===== src/rtl/qtl_pkg.sv =====
// qtl_pkg: shared types, codes and character constants of the quoted token lexer
// no dependencies; used by the channel interfaces, qtl_lexer and quoted_token_lexer_core

package qtl_pkg;

    // result word kinds
    typedef enum logic [1:0] {
        KIND_BYTE       = 2'd0,
        KIND_TOKEN_END  = 2'd1,
        KIND_SEPARATOR  = 2'd2,
        KIND_STREAM_END = 2'd3
    } kind_t;

    // lexer modes
    typedef enum logic [2:0] {
        MODE_BETWEEN = 3'd0,
        MODE_COMMENT = 3'd1,
        MODE_BARE    = 3'd2,
        MODE_QUOTED  = 3'd3,
        MODE_ESCAPE  = 3'd4,
        MODE_OCTAL   = 3'd5
    } lex_mode_t;

    // configuration register indexes
    localparam int unsigned CFG_INDEX_W = 1;
    localparam logic [CFG_INDEX_W-1:0] REG_SKIP_SEPARATORS = 1'b0;
    localparam logic [CFG_INDEX_W-1:0] REG_COMPAT_ESCAPES  = 1'b1;

    // most result words one input word can cause
    localparam logic [1:0] RES_MAX = 2'd3;
    localparam logic [1:0] OCTAL_DIGITS_MAX = 2'd3;

    localparam logic [7:0] CH_TAB    = 8'h09;
    localparam logic [7:0] CH_LF     = 8'h0A;
    localparam logic [7:0] CH_CR     = 8'h0D;
    localparam logic [7:0] CH_SPACE  = 8'h20;
    localparam logic [7:0] CH_DQUOTE = 8'h22;
    localparam logic [7:0] CH_HASH   = 8'h23;
    localparam logic [7:0] CH_SQUOTE = 8'h27;
    localparam logic [7:0] CH_SEMI   = 8'h3B;
    localparam logic [7:0] CH_BSLASH = 8'h5C;
    // upper five bits shared by '0' .. '7'
    localparam logic [4:0] OCTAL_DIGIT_HI = 5'b00110;

    typedef struct packed {
        logic skip_separators;
        logic compat_escapes;
    } cfg_t;

    typedef struct packed {
        lex_mode_t   mode;
        logic        quote_dq;
        logic [8:0]  octal_value;
        logic [1:0]  octal_digits;
    } lex_state_t;

    typedef struct packed {
        kind_t      kind;
        logic [7:0] data;
    } result_t;

    // group of result words caused by one input word
    typedef struct packed {
        logic [1:0]        count;
        result_t [2:0]     res;
    } bundle_t;

    // single-letter escapes, anything else maps to itself
    function automatic logic [7:0] esc_map(logic [7:0] c);
        logic [7:0] r;
        unique case (c)
            8'h74:   r = 8'h09;  // t
            8'h6E:   r = 8'h0A;  // n
            8'h72:   r = 8'h0D;  // r
            8'h62:   r = 8'h08;  // b
            8'h66:   r = 8'h0C;  // f
            8'h76:   r = 8'h0B;  // v
            8'h61:   r = 8'h07;  // a
            default: r = c;
        endcase
        return r;
    endfunction

endpackage


===== src/rtl/qtl_text_if.sv =====
// qtl_text_if: input channel carrying one raw text word per handshake
// depends on qtl_pkg

interface qtl_text_if;
    import qtl_pkg::*;
    logic       valid;
    logic       ready;
    logic [7:0] in_byte;
    logic       stream_end;
    modport source (output valid, in_byte, stream_end, input ready);
    modport sink   (input valid, in_byte, stream_end, output ready);
endinterface


===== src/rtl/qtl_token_if.sv =====
// qtl_token_if: output channel carrying one lexer result word per handshake
// depends on qtl_pkg

interface qtl_token_if;
    import qtl_pkg::*;
    logic       valid;
    logic       ready;
    kind_t      kind;
    logic [7:0] out_byte;
    logic       last;
    modport source (output valid, kind, out_byte, last, input ready);
    modport sink   (input valid, kind, out_byte, last, output ready);
endinterface


===== src/rtl/qtl_cfg_if.sv =====
// qtl_cfg_if: configuration write channel, register index and write data
// depends on qtl_pkg

interface qtl_cfg_if;
    import qtl_pkg::*;
    logic                   valid;
    logic                   ready;
    logic [CFG_INDEX_W-1:0] index;
    logic                   data;
    modport source (output valid, index, data, input ready);
    modport sink   (input valid, index, data, output ready);
endinterface


===== src/rtl/quoted_token_lexer_core.sv =====
// quoted_token_lexer_core: byte-serial tokenizer with quoting, escapes and comments.
// One raw text word enters on the text channel per cycle while the queue has room. Its
// lexer step is done in the same cycle and the one to three result words it may cause
// are written as one group into a two-group result queue; the token channel hands them
// out one word per cycle while the sink is ready, marking the final word of each group
// with last. The sustained rate is thus one input word per cycle as long as each word
// gives at most one result and the sink is ready; a word that gives two or three
// results keeps the token port busy while its words go out, which then sets the rate.
// Spaces and tabs are skipped, '#' opens a comment to end of line, CR, LF and ';' give
// separator words unless skip_separators is set, and quoted tokens decode backslash
// escapes (literal backslashes kept, except before a double quote, when compat_escapes
// is set). Configuration writes are always taken and should only be issued while the
// block is idle.
// depends on qtl_pkg, qtl_text_if, qtl_token_if, qtl_cfg_if and qtl_lexer

module quoted_token_lexer_core (
    input  logic        clk,
    input  logic        rst_n,
    qtl_text_if.sink    text,
    qtl_token_if.source token,
    qtl_cfg_if.sink     cfg
);
    import qtl_pkg::*;

    // configuration registers
    cfg_t       cfg_reg;

    // lexer step output for the word on the text channel
    bundle_t    step_bundle;
    logic       in_fire;
    logic       push;

    // result group queue, two entries
    bundle_t    q_reg [2];
    logic       wr_ptr_reg;
    logic       wr_ptr_next;
    logic       rd_ptr_reg;
    logic       rd_ptr_next;
    logic [1:0] cnt_reg;
    logic [1:0] cnt_next;

    // word position inside the head group
    logic [1:0] idx_reg;
    logic [1:0] idx_next;
    bundle_t    head;
    logic       out_fire;
    logic       head_last;
    logic       pop;

    assign cfg.ready = 1'b1;

    always_ff @(posedge clk or negedge rst_n)
    begin
        if (!rst_n)
        begin
            cfg_reg <= '0;
        end
        else if (cfg.valid && cfg.ready)
        begin
            unique case (cfg.index)
                REG_SKIP_SEPARATORS: cfg_reg.skip_separators <= cfg.data;
                REG_COMPAT_ESCAPES:  cfg_reg.compat_escapes  <= cfg.data;
                default:             cfg_reg <= cfg_reg;
            endcase
        end
    end

    // input side: room in the queue means the step result has a place to go
    assign text.ready = (cnt_reg != 2'd2);
    assign in_fire    = text.valid && text.ready;

    qtl_lexer u_lexer (
        .clk        (clk),
        .rst_n      (rst_n),
        .fire       (in_fire),
        .in_byte    (text.in_byte),
        .stream_end (text.stream_end),
        .cfg        (cfg_reg),
        .bundle     (step_bundle)
    );

    // words that cause no result leave nothing in the queue
    assign push = in_fire && (step_bundle.count != 2'd0);

    // output side: serialize the head group one word at a time
    assign head        = q_reg[rd_ptr_reg];
    assign token.valid = (cnt_reg != 2'd0);
    assign token.kind  = head.res[idx_reg].kind;
    assign token.out_byte = head.res[idx_reg].data;
    assign head_last   = (idx_reg == head.count - 2'd1);
    assign token.last  = head_last;
    assign out_fire    = token.valid && token.ready;
    assign pop         = out_fire && head_last;

    always_comb
    begin
        wr_ptr_next = push ? ~wr_ptr_reg : wr_ptr_reg;
        rd_ptr_next = pop ? ~rd_ptr_reg : rd_ptr_reg;
        cnt_next    = cnt_reg + {1'b0, push} - {1'b0, pop};
        if (pop)
            idx_next = 2'd0;
        else if (out_fire)
            idx_next = idx_reg + 2'd1;
        else
            idx_next = idx_reg;
    end

    always_ff @(posedge clk or negedge rst_n)
    begin
        if (!rst_n)
        begin
            wr_ptr_reg <= 1'b0;
            rd_ptr_reg <= 1'b0;
            cnt_reg    <= 2'd0;
            idx_reg    <= 2'd0;
        end
        else
        begin
            wr_ptr_reg <= wr_ptr_next;
            rd_ptr_reg <= rd_ptr_next;
            cnt_reg    <= cnt_next;
            idx_reg    <= idx_next;
        end
    end

    // queue payload, no reset needed
    always_ff @(posedge clk)
    begin
        if (push)
            q_reg[wr_ptr_reg] <= step_bundle;
    end

`ifndef ASSERT_OFF
    // queue never holds more than two groups
    a_cnt_bound: assert property (@(posedge clk) disable iff (!rst_n)
        cnt_reg != 2'd3)
        else $error("result queue overflow");

    // word position stays inside the head group
    a_idx_in_group: assert property (@(posedge clk) disable iff (!rst_n)
        token.valid |-> (idx_reg < head.count))
        else $error("word position beyond head group");

    // a stream end word always closes its group
    a_stream_end_last: assert property (@(posedge clk) disable iff (!rst_n)
        (token.valid && token.kind == KIND_STREAM_END) |-> token.last)
        else $error("stream end word not last of its group");

    // an accepted word with a full queue is impossible
    a_no_push_full: assert property (@(posedge clk) disable iff (!rst_n)
        (cnt_reg == 2'd2 && !pop) |=> (cnt_reg == 2'd2))
        else $error("queue changed while full and not drained");
`endif

endmodule


===== src/rtl/qtl_lexer.sv =====
// qtl_lexer: lexer state registers and the combinational step logic
// depends on qtl_pkg

module qtl_lexer (
    input  logic             clk,
    input  logic             rst_n,
    input  logic             fire,
    input  logic [7:0]       in_byte,
    input  logic             stream_end,
    input  qtl_pkg::cfg_t    cfg,
    output qtl_pkg::bundle_t bundle
);
    import qtl_pkg::*;

    typedef struct packed {
        lex_state_t st;
        bundle_t    b;
    } step_t;

    lex_state_t state_reg;
    lex_state_t state_next;
    step_t      s;

    function automatic step_t add(step_t x, kind_t k, logic [7:0] d);
        step_t r;
        r = x;
        if (x.b.count < RES_MAX)
        begin
            r.b.res[x.b.count].kind = k;
            r.b.res[x.b.count].data = d;
            r.b.count = x.b.count + 2'd1;
        end
        return r;
    endfunction

    function automatic logic is_octal(logic [7:0] c);
        return c[7:3] == OCTAL_DIGIT_HI;
    endfunction

    function automatic step_t between_fn(step_t x, logic [7:0] c, cfg_t g);
        step_t r;
        r = x;
        if (c == CH_SPACE || c == CH_TAB)
        begin
            r = x;
        end
        else if (c == CH_HASH)
        begin
            r.st.mode = MODE_COMMENT;
        end
        else if (c == CH_CR || c == CH_LF || c == CH_SEMI)
        begin
            if (!g.skip_separators)
                r = add(r, KIND_SEPARATOR, 8'h00);
        end
        else if (c == CH_SQUOTE || c == CH_DQUOTE)
        begin
            r.st.quote_dq = (c == CH_DQUOTE);
            r.st.mode     = MODE_QUOTED;
        end
        else
        begin
            r = add(r, KIND_BYTE, c);
            r.st.mode = MODE_BARE;
        end
        return r;
    endfunction

    function automatic step_t quoted_fn(step_t x, logic [7:0] c);
        step_t r;
        r = x;
        if (c == (x.st.quote_dq ? CH_DQUOTE : CH_SQUOTE))
        begin
            r = add(r, KIND_TOKEN_END, 8'h00);
            r.st.mode = MODE_BETWEEN;
        end
        else if (c == CH_BSLASH)
        begin
            r.st.mode = MODE_ESCAPE;
        end
        else
        begin
            r = add(r, KIND_BYTE, c);
        end
        return r;
    endfunction

    function automatic step_t escape_fn(step_t x, logic [7:0] c, cfg_t g);
        step_t r;
        r = x;
        if (g.compat_escapes && c != CH_DQUOTE)
        begin
            r = add(r, KIND_BYTE, CH_BSLASH);
            r = add(r, KIND_BYTE, c);
            r.st.mode = MODE_QUOTED;
        end
        else if (is_octal(c))
        begin
            r.st.octal_value  = {6'd0, c[2:0]};
            r.st.octal_digits = 2'd1;
            r.st.mode         = MODE_OCTAL;
        end
        else
        begin
            r = add(r, KIND_BYTE, esc_map(c));
            r.st.mode = MODE_QUOTED;
        end
        return r;
    endfunction

    function automatic step_t octal_fn(step_t x, logic [7:0] c);
        step_t      r;
        logic [8:0] v;
        logic [1:0] d;
        r = x;
        v = {x.st.octal_value[5:0], c[2:0]};
        d = x.st.octal_digits + 2'd1;
        if (is_octal(c) && x.st.octal_digits < OCTAL_DIGITS_MAX)
        begin
            if (d == OCTAL_DIGITS_MAX)
            begin
                r = add(r, KIND_BYTE, v[7:0]);
                r.st.octal_value  = '0;
                r.st.octal_digits = '0;
                r.st.mode         = MODE_QUOTED;
            end
            else
            begin
                r.st.octal_value  = v;
                r.st.octal_digits = d;
            end
        end
        else
        begin
            // escape ended early by a non-digit, which is then handled as in quoted mode
            r = add(r, KIND_BYTE, x.st.octal_value[7:0]);
            r.st.octal_value  = '0;
            r.st.octal_digits = '0;
            r.st.mode         = MODE_QUOTED;
            r = quoted_fn(r, c);
        end
        return r;
    endfunction

    function automatic step_t end_fn(step_t x, cfg_t g);
        step_t r;
        r = x;
        unique case (x.st.mode)
            MODE_BARE, MODE_QUOTED:
            begin
                r = add(r, KIND_TOKEN_END, 8'h00);
            end
            MODE_ESCAPE:
            begin
                if (g.compat_escapes)
                    r = add(r, KIND_BYTE, CH_BSLASH);
                r = add(r, KIND_TOKEN_END, 8'h00);
            end
            MODE_OCTAL:
            begin
                r = add(r, KIND_BYTE, x.st.octal_value[7:0]);
                r = add(r, KIND_TOKEN_END, 8'h00);
            end
            default:
            begin
                r = x;
            end
        endcase
        r = add(r, KIND_STREAM_END, 8'h00);
        r.st.mode         = MODE_BETWEEN;
        r.st.quote_dq     = 1'b0;
        r.st.octal_value  = '0;
        r.st.octal_digits = '0;
        return r;
    endfunction

    always_comb
    begin
        s.st = state_reg;
        s.b  = '0;
        if (stream_end)
        begin
            s = end_fn(s, cfg);
        end
        else
        begin
            unique case (state_reg.mode)
                MODE_COMMENT:
                begin
                    if (in_byte == CH_CR || in_byte == CH_LF)
                    begin
                        s.st.mode = MODE_BETWEEN;
                        if (!cfg.skip_separators)
                            s = add(s, KIND_SEPARATOR, 8'h00);
                    end
                end
                MODE_BARE:
                begin
                    if (in_byte == CH_SPACE || in_byte == CH_TAB || in_byte == CH_HASH
                        || in_byte == CH_CR || in_byte == CH_LF || in_byte == CH_SEMI)
                    begin
                        s = add(s, KIND_TOKEN_END, 8'h00);
                        s.st.mode = MODE_BETWEEN;
                        s = between_fn(s, in_byte, cfg);
                    end
                    else
                    begin
                        s = add(s, KIND_BYTE, in_byte);
                    end
                end
                MODE_QUOTED: s = quoted_fn(s, in_byte);
                MODE_ESCAPE: s = escape_fn(s, in_byte, cfg);
                MODE_OCTAL:  s = octal_fn(s, in_byte);
                default:
                begin
                    s.st.mode = MODE_BETWEEN;
                    s = between_fn(s, in_byte, cfg);
                end
            endcase
        end
    end

    assign state_next = fire ? s.st : state_reg;
    assign bundle     = s.b;

    always_ff @(posedge clk or negedge rst_n)
    begin
        if (!rst_n)
        begin
            state_reg.mode         <= MODE_BETWEEN;
            state_reg.quote_dq     <= 1'b0;
            state_reg.octal_value  <= '0;
            state_reg.octal_digits <= '0;
        end
        else
        begin
            state_reg <= state_next;
        end
    end

endmodule

===== src/flat_wrapper.sv =====
// flat-port wrapper written by rule: the top's interface ports become plain ports
module quoted_token_lexer_core_flat import qtl_pkg::*;
  (clk, rst_n, text_valid, text_in_byte, text_stream_end, text_ready, token_valid, token_kind, token_out_byte, token_last, token_ready, cfg_valid, cfg_index, cfg_data, cfg_ready);
  qtl_text_if text_i ();
  qtl_token_if token_i ();
  qtl_cfg_if cfg_i ();
  input  logic clk;
  input  logic rst_n;
  input wire logic [$bits(text_i.valid)-1:0] text_valid;
  input wire logic [$bits(text_i.in_byte)-1:0] text_in_byte;
  input wire logic [$bits(text_i.stream_end)-1:0] text_stream_end;
  output wire logic [$bits(text_i.ready)-1:0] text_ready;
  output wire logic [$bits(token_i.valid)-1:0] token_valid;
  output wire logic [$bits(token_i.kind)-1:0] token_kind;
  output wire logic [$bits(token_i.out_byte)-1:0] token_out_byte;
  output wire logic [$bits(token_i.last)-1:0] token_last;
  input wire logic [$bits(token_i.ready)-1:0] token_ready;
  input wire logic [$bits(cfg_i.valid)-1:0] cfg_valid;
  input wire logic [$bits(cfg_i.index)-1:0] cfg_index;
  input wire logic [$bits(cfg_i.data)-1:0] cfg_data;
  output wire logic [$bits(cfg_i.ready)-1:0] cfg_ready;
  assign text_i.valid = text_valid;
  assign text_i.in_byte = text_in_byte;
  assign text_i.stream_end = text_stream_end;
  assign text_ready = text_i.ready;
  assign token_valid = token_i.valid;
  assign token_kind = token_i.kind;
  assign token_out_byte = token_i.out_byte;
  assign token_last = token_i.last;
  assign token_i.ready = token_ready;
  assign cfg_i.valid = cfg_valid;
  assign cfg_i.index = cfg_index;
  assign cfg_i.data = cfg_data;
  assign cfg_ready = cfg_i.ready;
  quoted_token_lexer_core u_core (.clk(clk), .rst_n(rst_n), .text(text_i), .token(token_i), .cfg(cfg_i));
endmodule

===== config.mk =====
export PLATFORM = sky130hd
export DESIGN_NAME = quoted_token_lexer_core_flat
export DESIGN_NICKNAME = d
export VERILOG_FILES = /design/src/rtl/qtl_pkg.sv /design/src/rtl/qtl_text_if.sv /design/src/rtl/qtl_token_if.sv /design/src/rtl/qtl_cfg_if.sv /design/src/rtl/quoted_token_lexer_core.sv /design/src/rtl/qtl_lexer.sv /design/src/flat_wrapper.sv
export SDC_FILE = /design/constraint.sdc
export NUM_CORES = 1
export LEC_CHECK = 0
export BUFFER_PORTS_ARGS = -buffer_cell sky130_fd_sc_hd__clkbuf_2
export CORE_MARGIN = 4
export CORE_UTILIZATION = 36
export DETAILED_ROUTE_END_ITERATION = 7
export GPL_ROUTABILITY_DRIVEN = 0
export PLACE_DENSITY = 0.6
export SYNTH_ARGS = -nofsm -noshare
export SYNTH_HDL_FRONTEND = slang
export SYNTH_SLANG_ARGS = --single-unit

===== constraint.sdc =====
create_clock -name clk -period 4.3 [get_ports clk]
set_input_delay 0.43 -clock clk [delete_from_list [all_inputs] [get_ports clk]]
set_output_delay 0.43 -clock clk [all_outputs]
set_load 0.05 [all_outputs]

==> metrics.md, run 1 <==
| Metric | Value |
|---|---|
| Drt total wl | `11,420 um` |
| Cts hold-fix bufs | `0` |
| Initial DRC Count | `460` |
| Area growth syn-to-layout | `13.55%` |
| Syn Area/Cell | `between 10 and 15 sq um` |
| Total power | `2.951 mW` |
| RSZ-0062 raised after global routing | `no` |
| Slew Limit Fails | `0` |
| Slew @ Worst Pin | `between 700 and 800 ps` |
| Slowest cell on crit path | `dfrtp_1` |
| Post-place setup slack | `837.7 ps` |
| Initial antenna violation count | `0` |
| P_int | `approximately 1.8 mW` |
| CTS tree | `yes` |
| Flip-flop and latch count after synthesis | `between 60 and 70` |
| Setup_tns | `0 ps` |
| Max-cap violations | `0` |
| Placed insts | `about 570` |
| Crit path capture type | `flip-flop` |
| R2r worst-path depth | `10` |
| PwrDens | `a little over 600 nW/um^2` |
| Port buffer count | `28` |
| Pleak | `approximately 1.8 nW` |
| CTS H-Tree Depth | `3` |
| Mapped Nets | `approximately 440` |
| Most frequent cell after synthesis | `nand2_1` |
| Slowest Stage Delay on Critical Path | `540 ps` |
| Syn Std Cell Area | `approximately 4300 sq um` |
| Die Y | `around 120 um` |
| Initial Util | `0.3704` |
| Final setup viols | `0` |
| Area contributors post-synth | `edfxtp_1 (32%), dfrtp_1 (13%), mux4_2 (5.3%)` |
| Crit path time final | `between 3000 and 4000 ps` |
| Netlist cell types | `74` |
| Maximum number of pins on one net before global-route repair | `24` |
| Vias in the first global route | `about 3,400` |
| Clock Path Buffers | `2` |
| Clock power frac | `0.286` |
| FFs w/ async S/R, synth | `0.3235` |
| CP max FO | `12` |
| First-pass GRT wire length | `around 18,000 um` |
| Ports | `30` |
| Worst setup SP type | `flip-flop` |
| Num CTS Buffers | `9` |
| Final worst setup slack | `about 1100 ps` |
| Most instantiated cells after synthesis | `nand2_1 (47), edfxtp_1 (46), a21oi_1 (26), o21ai_0 (25)` |
| Overflow after GRT | `0` |
| Status | `finished, final reports clean` |
| Final Non-Filler Cells | `slightly below 600` |
| Final antenna-violating net count | `0` |
| Post-DP HPWL | `between 8000 and 9000 um` |
| Fraction of layout cells with a size suffix above 1 | `0.1824` |
| Net Sw Frac | `0.3846` |
| EDFF count, synth | `46` |
| Post-synth top area share | `0.3238` |
| Row cnt | `39` |
| Reg clk slew, reported paths | `~60 ps` |
| Dominant synthesized flop cell | `edfxtp_1` |
| Largest register FFs | `46` |
| Clock skew | `around 8.5 ps` |
| Top delay family on crit path | `simple AND/OR/NAND/NOR gates` |
| Hold Fails Final Rpt | `0` |
| Root Driver | `clkbuf_16` |
| WP depth | `10` |
| DRC viols | `0` |
| Worst slew margin | `0.5196` |
| Worst hold margin | `roughly 100 ps` |
| Die area | `13,650 sq um` |
| WP buf/inv | `1` |
| Worst VDD drop | `approximately 0.00019 V` |
| CTS resizes | `0` |
| Worst min path class | `primary input to asynchronous set/reset pin` |
| DR WL/cell | `a little under 20 um` |
| Drt pass-1 iters | `5` |
| Crit Path Class | `flip-flop to flip-flop` |
| F_max | `a little over 0.3 GHz` |
| Period utilization | `0.7502` |
| Yosys warns | `0` |
| GRT Util Overall | `0.1757` |
| Clock tree sinks | `68` |
| Synth area leader | `edfxtp_1` |
| Setup bufs post-CTS | `0` |
| Chip width | `around 120 um` |
| Share of the yosys chip area belonging to registers | `0.4529` |
| Clock Latency Late Sink | `approximately 330 ps` |
| Crit path DAT | `between 3000 and 4000 ps` |
| Via density | `roughly 5.9` |
| Final-stage net count | `459` |
| Core ar. | `between 10,000 and 15,000 sq um` |
| Via count | `between 3,000 and 4,000` |
| N_diodes | `0` |
| Register share of total power | `0.329` |
| Cell Chain, Critical Path | `or3b_2 > nand2_1 > nand2_1 > a21oi_1 > o21ai_2 > ha_1 > inv_1 > ha_1 > xnor2_1 > xnor2_1` |
| Fillers | `about 1,100` |
| Required @ worst endpoint | `4550 ps` |
| Syn Inst Count | `roughly 420` |
| Net load switching power | `approximately 1.1 mW` |
| Comb power frac | `0.385` |
-- cell usage in the layout, fill, tap and decap left out, types with 10 or more instances in the layout --
master    instances
a21oi_1          26
nor2_1           20
mux2i_1          11
nand2_1          47
edfxtp_1         46
and2_1           11
clkbuf_2         28
nor2b_1          13
inv_1            21
mux4_2           10
dfrtp_1          22
o21ai_0          25
-- metrics by stage --
stage	utilization	instance area, sq um
3_5_place_dp	0.3910	4503
5_1_grt	0.4206	4843
2_1_floorplan	-	4265
6_report	0.4206	4843
4_1_cts	0.4206	4843
3_3_place_gp	0.3910	4503
-- kinds of logic after synthesis --
kind of cell,count (synthesis),share of synthesized area
AND/OR/NAND/NOR,154,0.2001
AO/OA/AOI/OAI,113,0.1781
flip-flops,68,0.4529
buffers and inverters,47,0.04752
multiplexers,27,0.09446
XOR/XNOR,7,0.01437
adder cells (fa/ha/maj),4,0.01173
other,1,0.0008792
-- layer usage --
layer,GRT usage,vias to the layer above,routed length (um)
met5,0,-,0
met2,0.2673,156,5152
met3,0.03393,29,790
met1,0.2451,1667,5139
li1,-,1614,-
met4,0.07645,0,340
-- path summary, 6_finish.rpt --
check / from / end / slack [ps]
setup / recovery: u_core.u_lexer.state_reg[12] / u_core.cnt_reg[1] / 1070
hold / removal: rst_n / u_core.u_lexer.state_reg[2] / 100
setup reg to reg: u_core.u_lexer.state_reg[12] / u_core.cnt_reg[1] / 1070
hold reg to reg: u_core.cnt_reg[1] / u_core.cnt_reg[1] / 480
max in group asynchronous: rst_n / u_core.u_lexer.state_reg[12] / 3780
min in group clk: cfg_data / u_core.cfg_reg[0] / 340
-- power by group through the flow --
stage | sequential, mW | combinational, mW | clock (mW)
4_1_cts | 0.975 | 1.15 | 0.859
3_5_place_dp | 0.987 | 1.15 | 0
6_report | 0.971 | 1.14 | 0.845
2_1_floorplan | 0.930 | 0.920 | 0
5_1_grt | 0.990 | 1.23 | 0.892
3_3_place_gp | 0.976 | 1.14 | 0
-- worst register-to-register path, stage by stage, from the launching register on --
cell and delay (ps):
dfrtp_1 540, or3b_2 550, nand2_1 330, nand2_1 340, a21oi_1 420, o21ai_2 170, ha_1 310, inv_1 40
ha_1 180, xnor2_1 160, xnor2_1 130
-- layout make-up --
class	count	area, sq um	share of cell area
clock buffer	9	225.2	0.04650
sequential	68	1932	0.3989
timing repair buffer	33	177.7	0.03668
multi-input combinational	306	2136	0.4410
clock inverter	7	115.1	0.02377
tap	143	178.9	0.03694
inverter	21	78.83	0.01627
No activity file was read; power rests on OpenSTA's default activity.
==> inputs of run 2 (changes only) <==
--- a/config.mk
+++ b/config.mk
@@ -5,12 +5,13 @@
 export SDC_FILE = /design/constraint.sdc
 export NUM_CORES = 1
 export LEC_CHECK = 0
+export ABC_AREA = 1
 export BUFFER_PORTS_ARGS = -buffer_cell sky130_fd_sc_hd__clkbuf_2
 export CORE_MARGIN = 4
 export CORE_UTILIZATION = 36
 export DETAILED_ROUTE_END_ITERATION = 7
 export GPL_ROUTABILITY_DRIVEN = 0
-export PLACE_DENSITY = 0.6
+export PLACE_DENSITY = 0.62
 export SYNTH_ARGS = -nofsm -noshare
 export SYNTH_HDL_FRONTEND = slang
 export SYNTH_SLANG_ARGS = --single-unit
==> constraint.sdc (replaced) <==
create_clock -name clk -period 2.6 [get_ports clk]
set_input_delay 0.26 -clock clk [delete_from_list [all_inputs] [get_ports clk]]
set_output_delay 0.26 -clock clk [all_outputs]
set_load 0.05 [all_outputs]
==> run 2 against run 1 <==
Sequential share of layout area is 1.1 points lower. Power is 70% higher. Maximum frequency is 33% higher. Critical endpoint unchanged.
==> metrics.md, run 2 <==
| Metric | Value |
|---|---|
| RSZ-0062 raised after global routing | `no (unchanged)` |
| Worst VDD drop | `0.0003524 V (was 0.0001916 V)` |
| Via count | `4,070 (was 3,466)` |
| Root Driver | `clkbuf_16 (unchanged)` |
| Worst slew margin | `0.6180 (was 0.5196)` |
| Row cnt | `39 (unchanged)` |
| Crit Path Class | `flip-flop to flip-flop (unchanged)` |
| Flip-flop and latch count after synthesis | `68 (unchanged)` |
| Pleak | `2.240 nW (was 1.792 nW)` |
| Post-synthesis mux area share | `0.002334 (was 0.09446)` |
| Die area | `13,720 sq um (was 13,650 sq um)` |
| Clock Latency Late Sink | `330 ps (about the same)` |
| F_max | `0.4134 GHz (was 0.3100 GHz)` |
| Chip width | `117.1 um (was 116.9 um)` |
| Syn Inst Count | `559 (was 421)` |
| CP max FO | `6 (was 12)` |
| Die Y | `117.1 um (was 116.9 um)` |
| Yosys warns | `0 (unchanged)` |
| Top delay family on crit path | `simple AND/OR/NAND/NOR gates (unchanged)` |
| Clock power frac | `0.248 (was 0.286)` |
| Drt pass-1 iters | `6 (was 5)` |
| Most frequent cell after synthesis | `nand2_1 (unchanged)` |
| Post-Synth XOR/XNOR Area | `0.01021 (was 0.01437)` |
| Most frequent cells in the layout | `nand2_1 (130), nor2_1 (71), inv_1 (60) (was nand2_1 (47), edfxtp_1 (46), clkbuf_2 (28))` |
| Worst setup SP type | `flip-flop (unchanged)` |
| P_int | `2.808 mW (was 1.816 mW)` |
| Final antenna-violating net count | `0 (unchanged)` |
| Ports | `30 (unchanged)` |
| Register area | `1932 sq um (unchanged)` |
| Initial Util | `0.3723 (was 0.3704)` |
| Netlist cell types | `49 (was 74)` |
| Reg clk slew, reported paths | `60 ps (about the same)` |
| Most instantiated cells after synthesis | `nand2_1 (131), nor2_1 (73), inv_1 (61), edfxtp_1 (46), nand3_1 (42) (was nand2_1 (47), edfxtp_1 (46), a21oi_1 (26), o21ai_0 (25))` |
| Clock Path Buffers | `2 (unchanged)` |
| Initial DRC Count | `515 (was 460)` |
| Synth Area in Simple Gates | `0.3026 (was 0.2001)` |
| Post-DP HPWL | `9222 um (was 8322 um)` |
| DR WL/cell | `16.43 um (was 19.46 um)` |
| Final setup viols | `0 (unchanged)` |
| Status | `finished, final reports clean (unchanged)` |
| Placed insts | `726 (was 571)` |
| Area contributors post-synth | `edfxtp_1 (32%), dfrtp_1 (13%), nand2_1 (11%) (was edfxtp_1 (32%), dfrtp_1 (13%), mux4_2 (5.3%))` |
| Final Non-Filler Cells | `744 (was 587)` |
| Dominant synthesized flop cell | `edfxtp_1 (unchanged)` |
| Final-stage net count | `616 (was 459)` |
| Crit path capture type | `flip-flop (unchanged)` |
| Worst hold margin | `153.3 ps (was 102.1 ps)` |
| Period utilization | `0.9303 (was 0.7502)` |
| Most common cell on crit path | `nand2_1` |
| GRT Util Overall | `0.1842 (was 0.1757)` |
| WP buf/inv | `2 (was 1)` |
| Adder-Cell Fraction of Synth Area | `0.01167 (was 0.01173)` |
| Area growth syn-to-layout | `16.08% (was 13.55%)` |
| EDFF count, synth | `46 (unchanged)` |
| Worst min path class | `primary input to flip-flop (was primary input to asynchronous set/reset pin)` |
| Syn Std Cell Area | `4288 sq um (was 4265 sq um)` |
| Slew Limit Fails | `0 (unchanged)` |
| DRC viols | `0 (unchanged)` |
| Port buffer count | `28 (unchanged)` |
| Max-cap violations | `0 (unchanged)` |
| Share of the yosys chip area belonging to registers | `0.4505 (was 0.4529)` |
| Clock skew | `6.816 ps (was 8.501 ps)` |
| Fraction of layout cells with a size suffix above 1 | `0.1647 (was 0.1824)` |
| Num CTS Buffers | `9 (unchanged)` |
| Overflow after GRT | `0 (unchanged)` |
| Synth area leader | `edfxtp_1 (unchanged)` |
| Clock tree sinks | `68 (unchanged)` |
| Maximum number of pins on one net before global-route repair | `24 (unchanged)` |
| Largest family of logic cells by synthesized area | `simple AND/OR/NAND/NOR gates (unchanged)` |
| Drt total wl | `12,220 um (was 11,420 um)` |
| FFs w/ async S/R, synth | `0.3235 (unchanged)` |
| Hold Fails Final Rpt | `0 (unchanged)` |
| Slowest cell on crit path | `dfrtp_1 (unchanged)` |
| Net Sw Frac | `0.4397 (was 0.3846)` |
| Most common cell after layout, fill and taps aside | `nand2_1 (unchanged)` |
| Crit path time final | `2419 ps (was 3226 ps)` |
| N_diodes | `0 (unchanged)` |
| Register share of total power | `0.313 (was 0.329)` |
| Largest register FFs | `46 (unchanged)` |
| Fillers | `1,154 (was 1,136)` |
| Required @ worst endpoint | `2810 ps (was 4550 ps)` |
| Comb power frac | `0.440 (was 0.385)` |
| Slowest Stage Delay on Critical Path | `400 ps (was 540 ps)` |
| First-pass GRT wire length | `19,530 um (was 18,220 um)` |
| Multi-input logic area | `2014 sq um (was 2136 sq um)` |
| PwrDens | `1007 nW/um^2 (was 609.4 nW/um^2)` |
| Setup_tns | `0 ps (unchanged)` |
| Crit path DAT | `2630 ps (was 3480 ps)` |
| CTS H-Tree Depth | `3 (unchanged)` |
| Via density | `5.470 (was 5.905)` |
| Initial antenna violation count | `0 (unchanged)` |
| Net load switching power | `2.204 mW (was 1.135 mW)` |
| CTS tree | `yes (unchanged)` |
| Syn Area/Cell | `7.671 sq um (was 10.13 sq um)` |
| Mapped Nets | `579 (was 441)` |
| Cell Chain, Critical Path | `inv_2 > nand3_2 > o21bai_1 > nand2_1 > nand2_1 > nand2_1 > nand2_1 > nand2_1 > nand2_1 > nand2_2 > ha_1 > inv_1 > ha_1 > xnor2_1 (was or3b_2 > nand2_1 > nand2_1 > a21oi_1 > o21ai_2 > ha_1 > inv_1 > ha_1 > xnor2_1 > xnor2_1)` |
| Post-synthesis compound-gate area fraction | `0.1363 (was 0.1781)` |
| Slew @ Worst Pin | `573.1 ps (was 715.8 ps)` |
| Post-synth top area share | `0.3221 (was 0.3238)` |
| Vias in the first global route | `3,794 (was 3,375)` |
| Core ar. | `11,520 sq um (unchanged)` |
[run 2: changes by cell type in the layout (fill, tap and decap cells not counted), sizes merged, moves of 13 or more]
cell	change
inv	+48
nand2	+93
nand3	+39
nor2	+59
nor2b	-13
o21ai	+17
[run 2: cells by family after synthesis]
kind of cell,after synthesis
AO/OA/AOI/OAI,101
AND/OR/NAND/NOR,292
other,1
flip-flops,68
XOR/XNOR,5
buffers and inverters,87
adder cells (fa/ha/maj),4
multiplexers,1
[run 2: repair_timing]
| action | in CTS | in global routing |
|---|---|---|
| buffers inserted | 0 | 1 |
| setup endpoints to repair | 0 | 2 |
| hold buffers | 1 | 0 |
| resized for setup | 0 | 5 |
| endpoints found under the hold margin | 22 | 0 |
[run 2: final cells by class]
| type | count | area share |
|---|---|---|
| clock buffer | 9 | 0.04525 |
| clock inverter | 7 | 0.01533 |
| inverter | 69 | 0.05279 |
| multi-input combinational | 404 | 0.4047 |
| sequential | 68 | 0.3881 |
| tap | 143 | 0.03595 |
| timing repair buffer | 44 | 0.05782 |
[run 2: worst paths after layout]
check / startpoint / end / slack, ps / depth (start not counted)
worst max-delay path: u_core.u_lexer.state_reg[13] / u_core.cnt_reg[1] / 180 / 14
worst min-delay path: cfg_index / u_core.cfg_reg[0] / 150 / 2
worst max register to register: u_core.u_lexer.state_reg[13] / u_core.cnt_reg[1] / 180 / 14
worst min register to register: u_core.wr_ptr_reg / u_core.wr_ptr_reg / 470 / 2
max in group asynchronous: rst_n / u_core.cfg_reg[1] / 1760 / 2
min in group asynchronous: rst_n / u_core.idx_reg[0] / 460 / 2
[run 2: metrics by stage]
step | cell area, sq um | utilization | setup WS (ps) | power (mW)
6_report | 4977 | 0.4322 | 181.2 | 5.012
5_1_grt | 4977 | 0.4322 | 3.604 | 5.314
4_1_cts | 4947 | 0.4296 | 141.7 | 5.033
3_5_place_dp | 4636 | 0.4025 | 121.8 | 3.780
3_3_place_gp | 4636 | 0.4025 | 166.3 | 3.751
2_1_floorplan | 4290 | - | 120.4 | 3.174
[run 2: power by group through the flow]
stage / sequential, mW / combinational (mW) / clock, mW
2_1_floorplan: 1.54 / 1.63 / 0
4_1_cts: 1.57 / 2.20 / 1.26
6_report: 1.57 / 2.20 / 1.24
3_3_place_gp: 1.58 / 2.17 / 0
3_5_place_dp: 1.59 / 2.19 / 0
5_1_grt: 1.59 / 2.42 / 1.31
[run 2: metal layers]
layer	up-vias	track usage	wire length [um]
li1	1946	-	-
met2	200	0.2867	5538
met4	0	0.06728	369
met1	1891	0.2515	5269
met5	-	0	0
met3	33	0.04267	1044
==> inputs of run 3 (changes only) <==
--- a/config.mk
+++ b/config.mk
@@ -7,11 +7,13 @@
 export LEC_CHECK = 0
 export ABC_AREA = 1
 export BUFFER_PORTS_ARGS = -buffer_cell sky130_fd_sc_hd__clkbuf_2
+export CELL_PAD_IN_SITES_DETAIL_PLACEMENT = 1
+export CELL_PAD_IN_SITES_GLOBAL_PLACEMENT = 1
 export CORE_MARGIN = 4
 export CORE_UTILIZATION = 36
 export DETAILED_ROUTE_END_ITERATION = 7
 export GPL_ROUTABILITY_DRIVEN = 0
-export PLACE_DENSITY = 0.62
+export PLACE_DENSITY = 0.77
 export SYNTH_ARGS = -nofsm -noshare
 export SYNTH_HDL_FRONTEND = slang
 export SYNTH_SLANG_ARGS = --single-unit
==> run 3 against run 2 <==
Setup slack improved by 41 ps. Via count is 2.3% higher. Power increased by 4.5%. Sequential power about the same. Register-to-register slack gained 40 ps. Cell count increased by 0.67%. Die area is the same. Sequential share of layout area decreased by 0.64 points. Critical path type unchanged. Largest cell class unchanged.
==> metrics.md, run 3 (synthesis gave the netlist of run 2 again) <==
| Metric | Value |
|---|---|
| Largest register FFs | `46 (unchanged)` |
| N_diodes | `0 (unchanged)` |
| Initial Util | `0.3723 (unchanged)` |
| Overflow after GRT | `0 (unchanged)` |
| Pleak | `2.285 nW (was 2.240 nW)` |
| Clock skew | `6.427 ps (was 6.816 ps)` |
| DRC viols | `0 (unchanged)` |
| Crit path capture type | `flip-flop (unchanged)` |
| Total power | `5.239 mW (was 5.012 mW)` |
| Worst r2r dst | `u_core.cnt_reg[1] (unchanged)` |
| Most common cell after layout, fill and taps aside | `nand2_1 (unchanged)` |
| Most frequent cells in the layout | `nand2_1 (130), nor2_1 (70), inv_1 (58) (was nand2_1 (130), nor2_1 (71), inv_1 (60))` |
| Maximum number of pins on one net before global-route repair | `24 (unchanged)` |
| Core ar. | `11,520 sq um (unchanged)` |
| F_max | `0.4206 GHz (was 0.4134 GHz)` |
| Chip width | `117.1 um (unchanged)` |
| Worst hold start | `cfg_index (unchanged)` |
| Post-DP HPWL | `10,490 um (was 9222 um)` |
| Num CTS Buffers | `9 (unchanged)` |
| GRT Util Overall | `0.2156 (was 0.1842)` |
| Drt pass-1 iters | `5 (was 6)` |
| Hold Fails Final Rpt | `0 (unchanged)` |
| Row cnt | `39 (unchanged)` |
| Crit path time final | `2378 ps (was 2419 ps)` |
| Final antenna-violating net count | `0 (unchanged)` |
| Crit Path Class | `flip-flop to flip-flop (unchanged)` |
| Most common cell on crit path | `nand2_1 (unchanged)` |
| Port buffer count | `28 (unchanged)` |
| Clock Path Buffers | `2 (unchanged)` |
| Worst setup SP type | `flip-flop (unchanged)` |
| CP max FO | `6 (unchanged)` |
| Hold endpoint | `u_core.cfg_reg[0] (unchanged)` |
| Drt total wl | `13,980 um (was 12,220 um)` |
| Vias in the first global route | `4,314 (was 3,794)` |
| Setup bufs post-CTS | `0 (unchanged)` |
| Slew @ Worst Pin | `599.4 ps (was 573.1 ps)` |
| Cell Chain, Critical Path | `inv_4 > nand3_2 > inv_4 > nand2_2 > nor2_4 > clkinv_2 > nand2_1 > a21oi_1 > nand2_1 > nand2_1 > nand2_1 > nand2_2 > ha_1 > inv_1 > ha_1 > xnor2_1 (was inv_2 > nand3_2 > o21bai_1 > nand2_1 > nand2_1 > nand2_1 > nand2_1 > nand2_1 > nand2_1 > nand2_2 > ha_1 > inv_1 > ha_1 > xnor2_1)` |
| CTS H-Tree Depth | `3 (unchanged)` |
| Root Driver | `clkbuf_16 (unchanged)` |
| Slowest Stage Delay on Critical Path | `410 ps (was 400 ps)` |
| Die Y | `117.1 um (unchanged)` |
| R2r worst-path depth | `16 (was 14)` |
| Final Non-Filler Cells | `749 (was 744)` |
| DR WL/cell | `18.67 um (was 16.43 um)` |
| Placed insts | `732 (was 726)` |
| Die area | `13,720 sq um (unchanged)` |
| PwrDens | `1035 nW/um^2 (was 1007 nW/um^2)` |
| CTS tree | `yes (unchanged)` |
| Period utilization | `0.9145 (was 0.9303)` |
| Status | `finished, final reports clean (unchanged)` |
| Initial DRC Count | `439 (was 515)` |
| Required @ worst endpoint | `2830 ps (was 2810 ps)` |
| Worst hold stages | `2 (unchanged)` |
| Critical R2R Launch | `u_core.u_lexer.state_reg[13] (unchanged)` |
| Reg clk slew, reported paths | `60 ps (about the same)` |
| Worst slew margin | `0.6004 (was 0.6180)` |
| First-pass GRT wire length | `22,280 um (was 19,530 um)` |
| Via count | `4,165 (was 4,070)` |
| Worst min path class | `primary input to flip-flop (unchanged)` |
| Slowest cell on crit path | `dfrtp_1 (unchanged)` |
| Crit path DAT | `2610 ps (was 2630 ps)` |
| Via density | `5.561 (was 5.470)` |
| R2R Setup Slk | `220 ps (was 180 ps)` |
| Final setup viols | `0 (unchanged)` |
| Ports | `30 (unchanged)` |
| Initial antenna violation count | `0 (unchanged)` |
| Clock Latency Late Sink | `350 ps (was 330 ps)` |
| Max-cap violations | `0 (unchanged)` |
| Fraction of layout cells with a size suffix above 1 | `0.1766 (was 0.1647)` |
| Clock tree sinks | `68 (unchanged)` |
| Worst VDD drop | `0.0003097 V (was 0.0003524 V)` |
| Slew Limit Fails | `0 (unchanged)` |
| Final-stage net count | `621 (was 616)` |
| Area growth syn-to-layout | `18.09% (was 16.08%)` |
-- run 3: changes by cell type in the layout (fill, tap and decap cells not counted) --
cell | before | now
buf_4 | 13 | 18
bufinv_16 | 1 | 3
clkbuf_1 | 0 | 1
clkinvlp_4 | 2 | 0
dfrtp_1 | 22 | 21
dfrtp_2 | 0 | 1
inv_1 | 60 | 58
inv_4 | 1 | 3
inv_6 | 1 | 0
nor2_1 | 71 | 70
nor2_2 | 6 | 7
-- run 3: metal layers --
metal	track usage	vias to the layer above	routed length, um
li1	-	1942	-
met1	0.2677	2021	5796
met2	0.3576	158	6860
met3	0.04062	44	729
met4	0.1116	0	594
met5	0	-	0
-- run 3: where the power goes --
part	switching [mW]	internal, mW
Combinational	1.65	0.600
Clock	0.469	0.938
Sequential	0.130	1.46
-- run 3: timing repair --
action / 4_1_cts / 5_1_grt
hold buffers: 1 / 0
setup endpoints to repair: 0 / 48
gates resized for setup: 0 / 11
hold endpoints to repair: 22 / 0
-- run 3: area by class of cell --
class	count	area, sq um
fill	1428	6452
multi-input combinational	404	2017
sequential	68	1933
timing repair buffer	49	325.3
inverter	69	267.8
clock buffer	10	229.0
tap	143	178.9
clock inverter	6	112.6
-- run 3: per-stage QoR --
step                      utilization  hold WS (ps)  worst slack, ps  setup TNS [ps]  area (sq um)
final                          0.4397         139.9            222.2               0          5064
after detailed placement       0.4065         302.1           -5.448          -5.448          4681
after floorplan                     -        -35.59            120.4               0          4290
after global placement         0.4065         291.6            43.11               0          4681
after global routing           0.4397         142.8           -19.37          -19.37          5064
after CTS                      0.4370         132.8            7.201               0          5032
-- run 3: worst max-delay path: cells and delay by family (launching register included) --
kind            cells  cell delay, ps
compound gates      1              50
xor+xnor            1             120
fa+ha+maj           2             470
buf+inv             4             360
flops               1             410
simple gates        8             860
-- run 3: how the worst max path moves through the flow --
stage,to,startpoint,cells past startpoint
after detailed placement,u_core.cnt_reg[1],text_in_byte[4],17
after global placement,u_core.cnt_reg[1],text_in_byte[4],17
after global routing,u_core.cnt_reg[1],u_core.u_lexer.state_reg[14],17
final,u_core.cnt_reg[1],u_core.u_lexer.state_reg[13],16
after floorplan,u_core.q_reg[1][0],u_core.u_lexer.state_reg[13],11
after CTS,u_core.cnt_reg[1],u_core.u_lexer.state_reg[13],17
